===== config.mk =====
export PLATFORM = sky130hd
export DESIGN_NAME = json_string_unescaper
export DESIGN_NICKNAME = d
export VERILOG_FILES = /design/src/hdl/jsu_pkg.sv /design/src/hdl/jsu_decode.sv /design/src/hdl/jsu_out.sv /design/src/hdl/json_string_unescaper.sv
export VERILOG_INCLUDE_DIRS = /design/src /design/src/hdl
export SDC_FILE = /design/constraint.sdc
export NUM_CORES = 1
export LEC_CHECK = 0
export BUFFER_PORTS_ARGS = -buffer_cell sky130_fd_sc_hd__buf_2
export CAP_MARGIN = 15
export CORE_UTILIZATION = 55
export DETAILED_ROUTE_END_ITERATION = 8
export GPL_ROUTABILITY_DRIVEN = 1
export PLACE_DENSITY = 0.79
export SLEW_MARGIN = 20
export SYNTH_ARGS = -nofsm -noshare
export SYNTH_HDL_FRONTEND = slang
export SYNTH_SLANG_ARGS = --single-unit

===== constraint.sdc =====
create_clock -name clk -period 3.3 [get_ports clk]
set_clock_uncertainty 0.2 [all_clocks]
set_input_delay 0.33 -clock clk [delete_from_list [all_inputs] [get_ports clk]]
set_output_delay 0.33 -clock clk [all_outputs]
set_load 0.05 [all_outputs]

===== src/hdl/json_string_unescaper_assert.svh =====
// assertion macros for the json string unescaper
`ifndef JSON_STRING_UNESCAPER_ASSERT_SVH
`define JSON_STRING_UNESCAPER_ASSERT_SVH

`ifndef SYNTHESIS

`define JSU_ASSERT_IMPL(lbl, clk, rstn, ante, cons) \
	lbl: assert property (@(posedge clk) disable iff (!rstn) (ante) |-> (cons)) \
		else $error("assertion failed");

`define JSU_ASSERT_NEXT(lbl, clk, rstn, ante, cons) \
	lbl: assert property (@(posedge clk) disable iff (!rstn) (ante) |=> (cons)) \
		else $error("assertion failed");

`else

`define JSU_ASSERT_IMPL(lbl, clk, rstn, ante, cons)

`define JSU_ASSERT_NEXT(lbl, clk, rstn, ante, cons)

`endif

`endif


===== src/hdl/jsu_pkg.sv =====
`timescale 1ns / 1ps
`default_nettype none

package jsu_pkg;

	localparam logic [1:0] MODE_PLAIN  = 2'd0;
	localparam logic [1:0] MODE_ESCAPE = 2'd1;
	localparam logic [1:0] MODE_HEX    = 2'd2;

	localparam logic [7:0] HIGH_BIT    = 8'h80;
	localparam logic [7:0] QUOTE_CHAR  = 8'h22;
	localparam logic [7:0] BSLASH_CHAR = 8'h5c;
	localparam logic [7:0] SLASH_CHAR  = 8'h2f;
	localparam int         HEX_DIGITS  = 4;

	// escape letters and the control characters they stand for
	localparam logic [7:0] ESC_B_CHAR  = 8'h62;
	localparam logic [7:0] ESC_F_CHAR  = 8'h66;
	localparam logic [7:0] ESC_N_CHAR  = 8'h6e;
	localparam logic [7:0] ESC_R_CHAR  = 8'h72;
	localparam logic [7:0] ESC_T_CHAR  = 8'h74;
	localparam logic [7:0] ESC_U_CHAR  = 8'h75;
	localparam logic [7:0] BS_CTRL     = 8'h08;
	localparam logic [7:0] FF_CTRL     = 8'h0c;
	localparam logic [7:0] LF_CTRL     = 8'h0a;
	localparam logic [7:0] CR_CTRL     = 8'h0d;
	localparam logic [7:0] HT_CTRL     = 8'h09;

	localparam logic [0:0] KIND_DATA = 1'b0;
	localparam logic [0:0] KIND_END  = 1'b1;

	typedef struct packed {
		logic [1:0]      cnt;
		logic            kind;
		logic [2:0][7:0] data;
	} res_t;

	// returns {is_hex, nibble}
	function automatic logic [4:0] hex_val(input logic [7:0] b);
		logic [4:0] r;
		begin
			r = 5'd0;
			if (b >= 8'h30 && b <= 8'h39) begin
				r = {1'b1, 4'(b - 8'h30)};
			end else if (b >= 8'h41 && b <= 8'h46) begin
				r = {1'b1, 4'(b - 8'h37)};
			end else if (b >= 8'h61 && b <= 8'h66) begin
				r = {1'b1, 4'(b - 8'h57)};
			end
			return r;
		end
	endfunction

endpackage

`default_nettype wire


===== src/hdl/jsu_decode.sv =====
`timescale 1ns / 1ps
`default_nettype none

module jsu_decode (
	input  wire logic         clk,
	input  wire logic         arst_n,
	input  wire logic         fire,
	input  wire logic [7:0]   byte_in,
	output jsu_pkg::res_t     res
);

	logic [1:0]  mode_q;
	logic [1:0]  hex_count_q;
	logic [15:0] accum_q;
	logic        bad_q;

	logic [1:0]  mode_d;
	logic [1:0]  hex_count_d;
	logic [15:0] accum_d;
	logic        bad_d;
	logic [4:0]  hv;

	always_comb begin
		mode_d      = mode_q;
		hex_count_d = hex_count_q;
		accum_d     = accum_q;
		bad_d       = bad_q;
		res         = '0;
		hv          = jsu_pkg::hex_val(byte_in);
		case (mode_q)
			jsu_pkg::MODE_ESCAPE: begin
				mode_d = jsu_pkg::MODE_PLAIN;
				res.cnt = 2'd1;
				case (byte_in)
					jsu_pkg::QUOTE_CHAR:  res.data[0] = jsu_pkg::QUOTE_CHAR;
					jsu_pkg::BSLASH_CHAR: res.data[0] = jsu_pkg::BSLASH_CHAR;
					jsu_pkg::SLASH_CHAR:  res.data[0] = jsu_pkg::SLASH_CHAR;
					jsu_pkg::ESC_B_CHAR:  res.data[0] = jsu_pkg::BS_CTRL;
					jsu_pkg::ESC_F_CHAR:  res.data[0] = jsu_pkg::FF_CTRL;
					jsu_pkg::ESC_N_CHAR:  res.data[0] = jsu_pkg::LF_CTRL;
					jsu_pkg::ESC_R_CHAR:  res.data[0] = jsu_pkg::CR_CTRL;
					jsu_pkg::ESC_T_CHAR:  res.data[0] = jsu_pkg::HT_CTRL;
					jsu_pkg::ESC_U_CHAR: begin
						res.cnt     = 2'd0;
						mode_d      = jsu_pkg::MODE_HEX;
						hex_count_d = 2'd0;
						accum_d     = 16'd0;
						bad_d       = 1'b0;
					end
					default:              res.cnt = 2'd0;
				endcase
			end
			jsu_pkg::MODE_HEX: begin
				if (hv[4]) begin
					accum_d = {accum_q[11:0], hv[3:0]};
				end else begin
					bad_d = 1'b1;
				end
				if (hex_count_q == 2'(jsu_pkg::HEX_DIGITS - 1)) begin
					mode_d      = jsu_pkg::MODE_PLAIN;
					hex_count_d = 2'd0;
					if (!bad_d) begin
						if (accum_d < 16'h0080) begin
							res.cnt     = 2'd1;
							res.data[0] = accum_d[7:0];
						end else if (accum_d < 16'h0800) begin
							res.cnt     = 2'd2;
							res.data[0] = {3'b110, accum_d[10:6]};
							res.data[1] = {2'b10, accum_d[5:0]};
						end else begin
							res.cnt     = 2'd3;
							res.data[0] = {4'b1110, accum_d[15:12]};
							res.data[1] = {2'b10, accum_d[11:6]};
							res.data[2] = {2'b10, accum_d[5:0]};
						end
					end
				end else begin
					hex_count_d = hex_count_q + 2'd1;
				end
			end
			default: begin
				mode_d  = jsu_pkg::MODE_PLAIN;
				res.cnt = 2'd1;
				if ((byte_in & jsu_pkg::HIGH_BIT) != 8'd0) begin
					res.data[0] = byte_in;
				end else if (byte_in == jsu_pkg::BSLASH_CHAR) begin
					res.cnt = 2'd0;
					mode_d  = jsu_pkg::MODE_ESCAPE;
				end else if (byte_in == jsu_pkg::QUOTE_CHAR) begin
					res.kind = jsu_pkg::KIND_END;
				end else begin
					res.data[0] = byte_in;
				end
			end
		endcase
	end

	always_ff @(posedge clk or negedge arst_n) begin
		if (!arst_n) begin
			mode_q      <= jsu_pkg::MODE_PLAIN;
			hex_count_q <= 2'd0;
			accum_q     <= 16'd0;
			bad_q       <= 1'b0;
		end else if (fire) begin
			mode_q      <= mode_d;
			hex_count_q <= hex_count_d;
			accum_q     <= accum_d;
			bad_q       <= bad_d;
		end
	end

endmodule

`default_nettype wire


===== src/hdl/jsu_out.sv =====
`timescale 1ns / 1ps
`default_nettype none

`include "json_string_unescaper_assert.svh"

module jsu_out (
	input  wire logic         clk,
	input  wire logic         arst_n,
	input  wire logic         load,
	input  jsu_pkg::res_t     res,
	output logic              free,
	output logic              m_tvalid,
	input  wire logic         m_tready,
	output logic [7:0]        m_tdata,
	output logic              m_tuser,
	output logic              m_tlast
);

	jsu_pkg::res_t grp_q;
	logic          valid_q;
	logic [1:0]    idx_q;

	assign m_tvalid = valid_q;
	assign m_tdata  = grp_q.data[idx_q];
	assign m_tuser  = grp_q.kind;
	assign m_tlast  = (idx_q == grp_q.cnt - 2'd1);
	assign free     = !valid_q || (m_tready && m_tlast);

	always_ff @(posedge clk or negedge arst_n) begin
		if (!arst_n) begin
			valid_q <= 1'b0;
			idx_q   <= 2'd0;
		end else if (load) begin
			valid_q <= (res.cnt != 2'd0);
			idx_q   <= 2'd0;
		end else if (valid_q && m_tready) begin
			if (m_tlast) begin
				valid_q <= 1'b0;
			end else begin
				idx_q <= idx_q + 2'd1;
			end
		end
	end

	always_ff @(posedge clk) begin
		if (load) begin
			grp_q <= res;
		end
	end

	// group bookkeeping
	`JSU_ASSERT_IMPL(a_idx_in_range, clk, arst_n, valid_q, idx_q < grp_q.cnt)
	`JSU_ASSERT_IMPL(a_end_alone, clk, arst_n, valid_q && m_tuser,
		grp_q.cnt == 2'd1 && m_tdata == 8'd0)
	`JSU_ASSERT_NEXT(a_group_continues, clk, arst_n, valid_q && m_tready && !m_tlast,
		valid_q && idx_q == $past(idx_q) + 2'd1)
	`JSU_ASSERT_IMPL(a_no_load_busy, clk, arst_n, load, free)

endmodule

`default_nettype wire


===== src/hdl/json_string_unescaper.sv =====
// json string unescaper: one raw string byte in, zero to three decoded bytes out
// data path: the input register feeds the combinational decode, whose result group register drives the output
// throughput: one input byte per cycle unless m_tready is low or a multi-byte escape group drains
// reset: arst_n asynchronous active low, clears valid flags and returns decoding to plain mode
`timescale 1ns / 1ps
`default_nettype none

module json_string_unescaper (
	input  wire logic       clk,
	input  wire logic       arst_n,
	input  wire logic       s_tvalid,
	output logic            s_tready,
	input  wire logic [7:0] s_tdata,  // [7:0] in_byte
	output logic            m_tvalid,
	input  wire logic       m_tready,
	output logic [7:0]      m_tdata,  // [7:0] out_byte
	output logic            m_tuser,  // [0] out_kind
	output logic            m_tlast
);

	logic          vld_s1;
	logic [7:0]    byte_s1;
	logic          free;
	logic          fire;
	jsu_pkg::res_t res;

	assign fire     = vld_s1 && free;
	assign s_tready = !vld_s1 || fire;

	always_ff @(posedge clk or negedge arst_n) begin
		if (!arst_n) begin
			vld_s1 <= 1'b0;
		end else if (s_tready) begin
			vld_s1 <= s_tvalid;
		end
	end

	always_ff @(posedge clk) begin
		if (s_tready && s_tvalid) begin
			byte_s1 <= s_tdata;
		end
	end

	jsu_decode u_decode (
		.clk     (clk),
		.arst_n  (arst_n),
		.fire    (fire),
		.byte_in (byte_s1),
		.res     (res)
	);

	jsu_out u_out (
		.clk      (clk),
		.arst_n   (arst_n),
		.load     (fire),
		.res      (res),
		.free     (free),
		.m_tvalid (m_tvalid),
		.m_tready (m_tready),
		.m_tdata  (m_tdata),
		.m_tuser  (m_tuser),
		.m_tlast  (m_tlast)
	);

endmodule

`default_nettype wire

== Yosys cells after proc, flatten, opt, wreduce, memory -nomap -nowiden ==
Index checks and enable logic that the tools add are counted.
Storage, ports and cells
  latch bits: 0
  memories kept: 0
  bits in read-only memories: 0
  bits in writable memories: 0
  output and inout bits: 12
  flip-flop bits (word level): 60
Operators by class
  shift operators: 0
  $lt $le $gt $ge: 9
  multiply operators: 0
  bitwise operators: 2
  eq/ne operators: 16
  add/subtract/negate cells: 6
  divide/modulo/power cells: 0
  mux-type cells: 47
  reductions and logical operators: 23
Operator list (count)
  == test 8 x 7 -> 1 bit, second input constant: 7
  2-to-1 mux 8 bit: 7
  case mux 7 bit (8 select lines): 1
  2-to-1 mux 16 bit: 3
  case mux 16 bit (2 select lines): 1
  2-to-1 mux 2 bit: 11
  binary-select mux 8 bit (select 2 bit): 1
  == test 8 x 6 -> 1 bit, second input constant: 2
  greater-or-equal comparator 8 x 7 -> 1 bit, second input constant: 2
  <= comparator 8 x 7 -> 1 bit, second input constant: 2
  less-than comparator 16 x 12 -> 1 bit, second input constant: 1
  less-than comparator 16 x 8 -> 1 bit, second input constant: 1
  case mux 8 bit (2 select lines): 1
  2-to-1 mux 5 bit: 3
  2-to-1 mux 14 bit: 1
  2-to-1 mux 1 bit: 13
  case mux 2 bit (2 select lines): 3
  greater-or-equal comparator 8 x 6 -> 1 bit, second input constant: 1
  <= comparator 8 x 6 -> 1 bit, second input constant: 1
  nonzero test 2 bit: 4
  OR reduction 4 bit: 2
  OR reduction 8 bit: 1
  subtractor 4 x 3 -> 4 bit, second input constant: 2
  logical AND 1 bit: 7
  17 further kinds: 25

== Logic depth before layout (Yosys ltp) ==
  depth after elaboration: 15
  gate-level depth with buffers: 9
  depth with buffers taken out: 7

== Cells and area by module ==
From an unflattened synthesis, not the netlist that was laid out.
Second synthesis, totals
  cells, all modules: 342
  area total of the unflattened synthesis: 3439.5 sq um
By module, submodules not included
  jsu_decode: area an instance 1953.1 sq um, cells each 254, instances 1, seq. area each 525.5 sq um
  jsu_out: area an instance 1186.1 sq um, cells each 75, instances 1, seq. area each 885.8 sq um
  json_string_unescaper: area an instance 300.3 sq um, cells each 13, instances 1, seq. area each 265.3 sq um

== Worst setup path after synthesis ==
Ideal clock, no wire load.
  kind: register to register
  start point: register u_out.idx_q[1]
  end point: register byte_s1[0] (enable)
  stages on the path, launching flop included: 7
  library setup time: 0.332 ns
  slack: 0.526 ns
  clock period less this slack: 2.774 ns
  arrival: 2.242 ns
  cells stage by stage: dfrtp_1 > xnor2_1 > mux2_2 > inv_1 > a21boi_2 > nand2_1 > and2_1
On the way
  word-level cells in the longest chain between the ends: 6
RTL lines
  start, declared: line jsu_out.sv:21  | logic [1:0] idx_q;
  start signal, assigned: line jsu_out.sv:40  | idx_q <= idx_q + 2'd1;
  == test 2 bit: line jsu_out.sv:26  | assign m_tlast = (idx_q == grp_q.cnt - 2'd1);
  via m_tlast: line json_string_unescaper.sv:18  | output logic m_tlast
  logical AND 1 bit: line jsu_out.sv:27  | assign free = !valid_q || (m_tready && m_tlast);
  logical OR 1 bit: line jsu_out.sv:27
  logical AND 1 bit: line json_string_unescaper.sv:27  | assign fire = vld_s1 && free;
  logical OR 1 bit: line json_string_unescaper.sv:28  | assign s_tready = !vld_s1 || fire;
  via s_tready: line json_string_unescaper.sv:12  | output logic s_tready,
  logical AND 1 bit: line json_string_unescaper.sv:39  | if (s_tready && s_tvalid) begin
  end signal, assigned: line json_string_unescaper.sv:40  | byte_s1 <= s_tdata;
  end, declared: line json_string_unescaper.sv:22  | logic [7:0] byte_s1;
The timed path passes the listed nets, and every way through them passes these cells.
A chain may end at the register's enable or synchronous reset.

== Final worst setup path ==
  start point: register byte_s1[0]
  end point: register u_out.grp_q[11] (netlist name), data pin
On the way
  word-level cells in the longest chain between the ends: 9
  elaborated cells on any way between the ends: 23
  those cells by class: add/sub (3); order compare (8); mux (8); reduce/logical (4)
RTL lines
  greater-or-equal comparator 8 x 7 -> 1 bit or <= comparator 8 x 7 -> 1 bit (tied branches): line jsu_pkg.sv:47  | end else if (b >= 8'h61 && b <= 8'h66) begin
  logical AND 1 bit: line jsu_pkg.sv:47
  2-to-1 mux 5 bit: line jsu_pkg.sv:47
  2-to-1 mux 5 bit: line jsu_pkg.sv:45  | end else if (b >= 8'h41 && b <= 8'h46) begin
  2-to-1 mux 5 bit (*): line jsu_pkg.sv:43  | if (b >= 8'h30 && b <= 8'h39) begin
  2-to-1 mux 16 bit: line jsu_decode.sv:54  | if (hv[4]) begin
  2-to-1 mux 16 bit: line jsu_decode.sv:30  | case (mode_q)
  less-than comparator 16 x 8 -> 1 bit or less-than comparator 16 x 12 -> 1 bit (tied branches): line jsu_decode.sv:63, jsu_decode.sv:66
  OR reduction 4 bit (no source line) or 2-to-1 mux 14 bit (tied branches)
  end signal, assigned: line jsu_out.sv:47  | grp_q <= res;
  end, declared: line jsu_out.sv:19  | jsu_pkg::res_t grp_q;
Every way passes the cells marked *; elsewhere a longest branch is shown, timed or not. The select of a mux whose other input is x is not followed.

==> qor.log <==
[synthesis] count of flip-flops with a built-in enable after synthesis 33
[placed_design] Port Buffers 23
[floorplanning] core area 5920 sq um
[timing] unrepaired setup endpoints after global routing no
[min_path] number of cells on the worst hold path 3
[placed_design] global placer's final weighted congestion 0.946
[status] run status finished clean
[worst_setup_path] FF-to-FF End u_out.grp_q[11]
[worst_setup_path] critical path, cell by cell inv_1, ha_1, or3b_4, nand3_1, buf_4, a21oi_1, a2111oi_0, a211oi_1
[cells_and_area] fraction of final layout cells with drive strength greater than 1 17.1%
[synthesis] number of instances in the synthesized netlist 334
[drt] via count of the routed design 2,828
[drt] routed wirelength normalized by instance count 18.3 microns
[worst_setup_path] master of the slowest instance on the critical path sky130_fd_sc_hd__edfxtp_1
[timing] Final Setup Violations 0
[synthesis] mean instance size in the synthesized netlist 10.1 sq um
[power] maximum vdd drop 0.535 mV
[clocking] number of buffers created by CTS 9
[synthesis] yosys warns 0
[timing] Least-Margin Pin Slew 615 ps
[min_path] destination of the worst hold path u_out.idx_q[1]
[grt] wire length of the first global-routing pass 13,700 microns
[clocking] CTS Buffer Depth 2
[grt] number of global-route vias before repair 2,740
[timing] shortest period the worst path allows 2920 ps
[floorplanning] # rows 28
[synthesis] proportion of synthesized flip-flops having asynchronous set or reset 43.1%
[floorplanning] Die Area 6450 sq um
[worst_setup_path] kind of cell with the highest combined delay on the critical path compound AO/OA/AOI/OAI gates
[cells_and_area] number of nets in the layout 396
[floorplanning] IO Count 24
[worst_setup_path] Critical Path RT 3160 ps
[cells_and_area] Finished Layout Cells 456
[drt] 1st-pass router iterations 5
[grt] overflow left after global routing 0
[clocking] clock tree root driver cell sky130_fd_sc_hd__clkbuf_8
[worst_setup_path] sum of buffers and inverters on the critical path 2
[drt] number of vias per cell 6.20
[worst_setup_path] Crit path arrival time 2770 ps
[synthesis] flops & latches, synth 58
[floorplanning] Die Wd 80.3 microns
[drt] post-route antenna net violation count 0
[power] share of power burned in registers 38.8%
[min_path] beginning of the worst hold path m_tready
[timing] Total Neg Setup Slack 0 ps
[drt] total detailed-routing wirelength 8370 microns
[worst_setup_path] peak per-stage delay on the critical path 510 ps
[synthesis] most instantiated library cell after synthesis sky130_fd_sc_hd__edfxtp_1
[clocking] clock network latency to the later pin of the worst-skew pair 330 ps
[power] pwr/cell area 675 nW/um^2
[worst_setup_path] R2R Setup Slk 380 ps
[timing] Final Hold Viols 0
[cells_and_area] area growth from synthesis to final layout 15.3%
[synthesis] top cells by area in the synthesized netlist sky130_fd_sc_hd__edfxtp_1 (29%), sky130_fd_sc_hd__dfrtp_1 (19%), sky130_fd_sc_hd__o21ai_0 (4.2%)
[synthesis] synthesized net count 354
[power] Sw Share 40.4%
[timing] crit share post-route 88.4%
[floorplanning] starting density of the core 57.0%
[synthesis] top flip-flop cell by instance count after synthesis sky130_fd_sc_hd__edfxtp_1
[clocking] number of levels in the clock H-tree 3
[timing] Final WS setup 383 ps
[power] leakage power of the design 1.54 nW
[worst_setup_path] RR Startpoint byte_s1[0]
[run] Maximum Capacitance Violations 0
[synthesis] post-synth top area cell sky130_fd_sc_hd__edfxtp_1
[worst_setup_path] Setup Crit Path Kind register to register
[grt] GRT Overall Usage 28.7%
[worst_setup_path] crit-path max FO 8
[placed_design] post-detailed-placement half-perimeter wirelength 6060 microns
[synthesis] Distinct cells, synth 64
[cells_and_area] footprint of the flip-flops and latches 1620 sq um
[clocking] CTS sink cnt 58
[timing] final max-slew violation count 0
[grt] antenna violations before repair 0
[drt] post-detailed-route DRC marker count 0
[timing] Worst Hold Margin 131 ps
[worst_setup_path] number of cells traversed by the worst register-to-register path 8
[worst_setup_path] Critical Path Source Type register
[power] Comb power frac 39.8%
[drt] drt first-iter violations 309
[timing] worst max-slew margin expressed relative to the limit 59.0%
[synthesis] sequential element share of the synthesized area 47.9%
[placed_design] worst-case setup slack after placement 392 ps
[clocking] clock edge transition at the registers on the reported setup and hold paths 60 ps
[placed_design] DP Cell Count 430
[floorplanning] y dimension of the die 80.3 microns
[grt] pin count of the biggest net entering global routing 26
[clocking] TritonCTS clock tree done
[worst_setup_path] Crit. End Element register
[cells_and_area] area of combinational cells with multiple inputs 1640 sq um
[cells_and_area] number of fill cells 481
[power] portion of total power attributed to the clock network 21.4%
[cells_and_area] antenna diode instance count 0
[timing] peak clock frequency supported by timing 343 MHz
[synthesis] most instantiated cells after synthesis sky130_fd_sc_hd__edfxtp_1 (33), sky130_fd_sc_hd__nand2_1 (31), sky130_fd_sc_hd__o21ai_0 (28)
[power] P_int 0.00156 W
[clocking] post-CTS setup buffers 0
[synthesis] area of the mapped netlist 3370 sq um
[min_path] path category of the worst min-delay check input port to register
[synthesis] share of the synthesized area in the top cell type 29.4%
[power] NetSw 0.00106 W
per-layer routing:
layer  wire (microns)  vias up  global-route usage, %
li1                 -     1368                      -
met4              199        0                   11.4
met2             3860      130                   46.7
met1             3650     1301                   38.1
met3              652       29                   4.89
met5                0        -                      0
state kept, by name, summed over array words and instances (netlist names):
name	count
u_decode.bad_q	1
vld_s1	1
u_decode.accum_q	16
u_out.grp_q	24
u_out.idx_q	2
byte_s1	8
u_decode.mode_q	2
u_out.m_tuser	1
u_decode.hex_count_q	2
u_out.m_tvalid	1
tightest hold or removal path, stage by stage:
cell,delay [ps]
sky130_fd_sc_hd__buf_2,140
sky130_fd_sc_hd__nand4_1,80
sky130_fd_sc_hd__mux2i_1,60
placed cells by master (no fill, tap or decap), types with 5 or more instances in the layout:
master                          Yosys  final
sky130_fd_sc_hd__buf_2              4     23
sky130_fd_sc_hd__ha_1               8      8
sky130_fd_sc_hd__nand2_1           31     31
sky130_fd_sc_hd__clkbuf_8           0     11
sky130_fd_sc_hd__a22o_1            13     13
sky130_fd_sc_hd__nor3_1             5      5
sky130_fd_sc_hd__a211oi_1           9      9
sky130_fd_sc_hd__nand2b_1          11     11
sky130_fd_sc_hd__o211ai_1           7      7
sky130_fd_sc_hd__a21oi_1           18     17
sky130_fd_sc_hd__nor2_1            19     19
sky130_fd_sc_hd__dlygate4sd3_1      0     10
sky130_fd_sc_hd__inv_1             14     14
sky130_fd_sc_hd__nand3_1           11     11
sky130_fd_sc_hd__buf_4              1     10
sky130_fd_sc_hd__edfxtp_1          33     33
sky130_fd_sc_hd__dfrtp_1           25     25
sky130_fd_sc_hd__o21ai_0           28     28
sky130_fd_sc_hd__mux2i_1           10     10
kinds of logic after synthesis:
logic type	count (synthesis)	synth area share, %
AND/OR/NAND/NOR	117	19.0
AO/OA/AOI/OAI	110	22.4
flip-flops	58	47.9
buffers and inverters	27	3.49
multiplexers	13	3.97
adder cells (fa/ha/maj)	8	2.97
XOR/XNOR	1	0.260
per-stage QoR:
step / instance area [sq um] / util [%] / total power [W]
after global placement: 3610 / 61.0 / 0.00204
after detailed placement: 3610 / 61.0 / 0.00206
after floorplan: 3370 / - / 0.00178
after CTS: 3890 / 65.6 / 0.00263
after global routing: 3890 / 65.7 / 0.00275
final: 3890 / 65.7 / 0.00262
how the worst max path moves through the flow:
stage,endpoint,from,slack (ps),cells past startpoint
floorplan,byte_s1[0],u_out.idx_q[1],530,6
global placement,u_out.grp_q[1],byte_s1[0],530,7
global route,u_out.grp_q[8],byte_s1[0],140,8
detailed placement,u_out.grp_q[11],byte_s1[0],390,7
CTS,u_out.grp_q[11],byte_s1[0],360,7
finish,u_out.grp_q[11],byte_s1[0],380,8
area by class of cell:
class,instances,share of cell area (%)
multi-input cells,249,42.3
flip-flops and latches,58,41.6
repair buffers,44,7.98
clock buffers,13,4.08
well taps,75,2.41
inverters,14,1.35
clock inverters,3,0.354
power by group through the flow:
| stage | Combinational [W] | Sequential (W) | Clock (W) |
|---|---|---|---|
| global route | 0.00112 | 0.00103 | 0.000601 |
| floorplan | 0.000749 | 0.00103 | 0 |
| global placement | 0.00102 | 0.00103 | 0 |
| CTS | 0.00104 | 0.00102 | 0.000574 |
| finish | 0.00104 | 0.00102 | 0.000563 |
| detailed placement | 0.00103 | 0.00103 | 0 |
what timing repair did:
| item | in CTS | in global routing |
|---|---|---|
| resized for setup | 0 | 1 |
| hold buffers | 10 | 0 |
| setup endpoints to repair | 0 | 2 |
| endpoints found under the hold margin | 34 | 0 |
No activity file was read; power rests on OpenSTA's default activity.
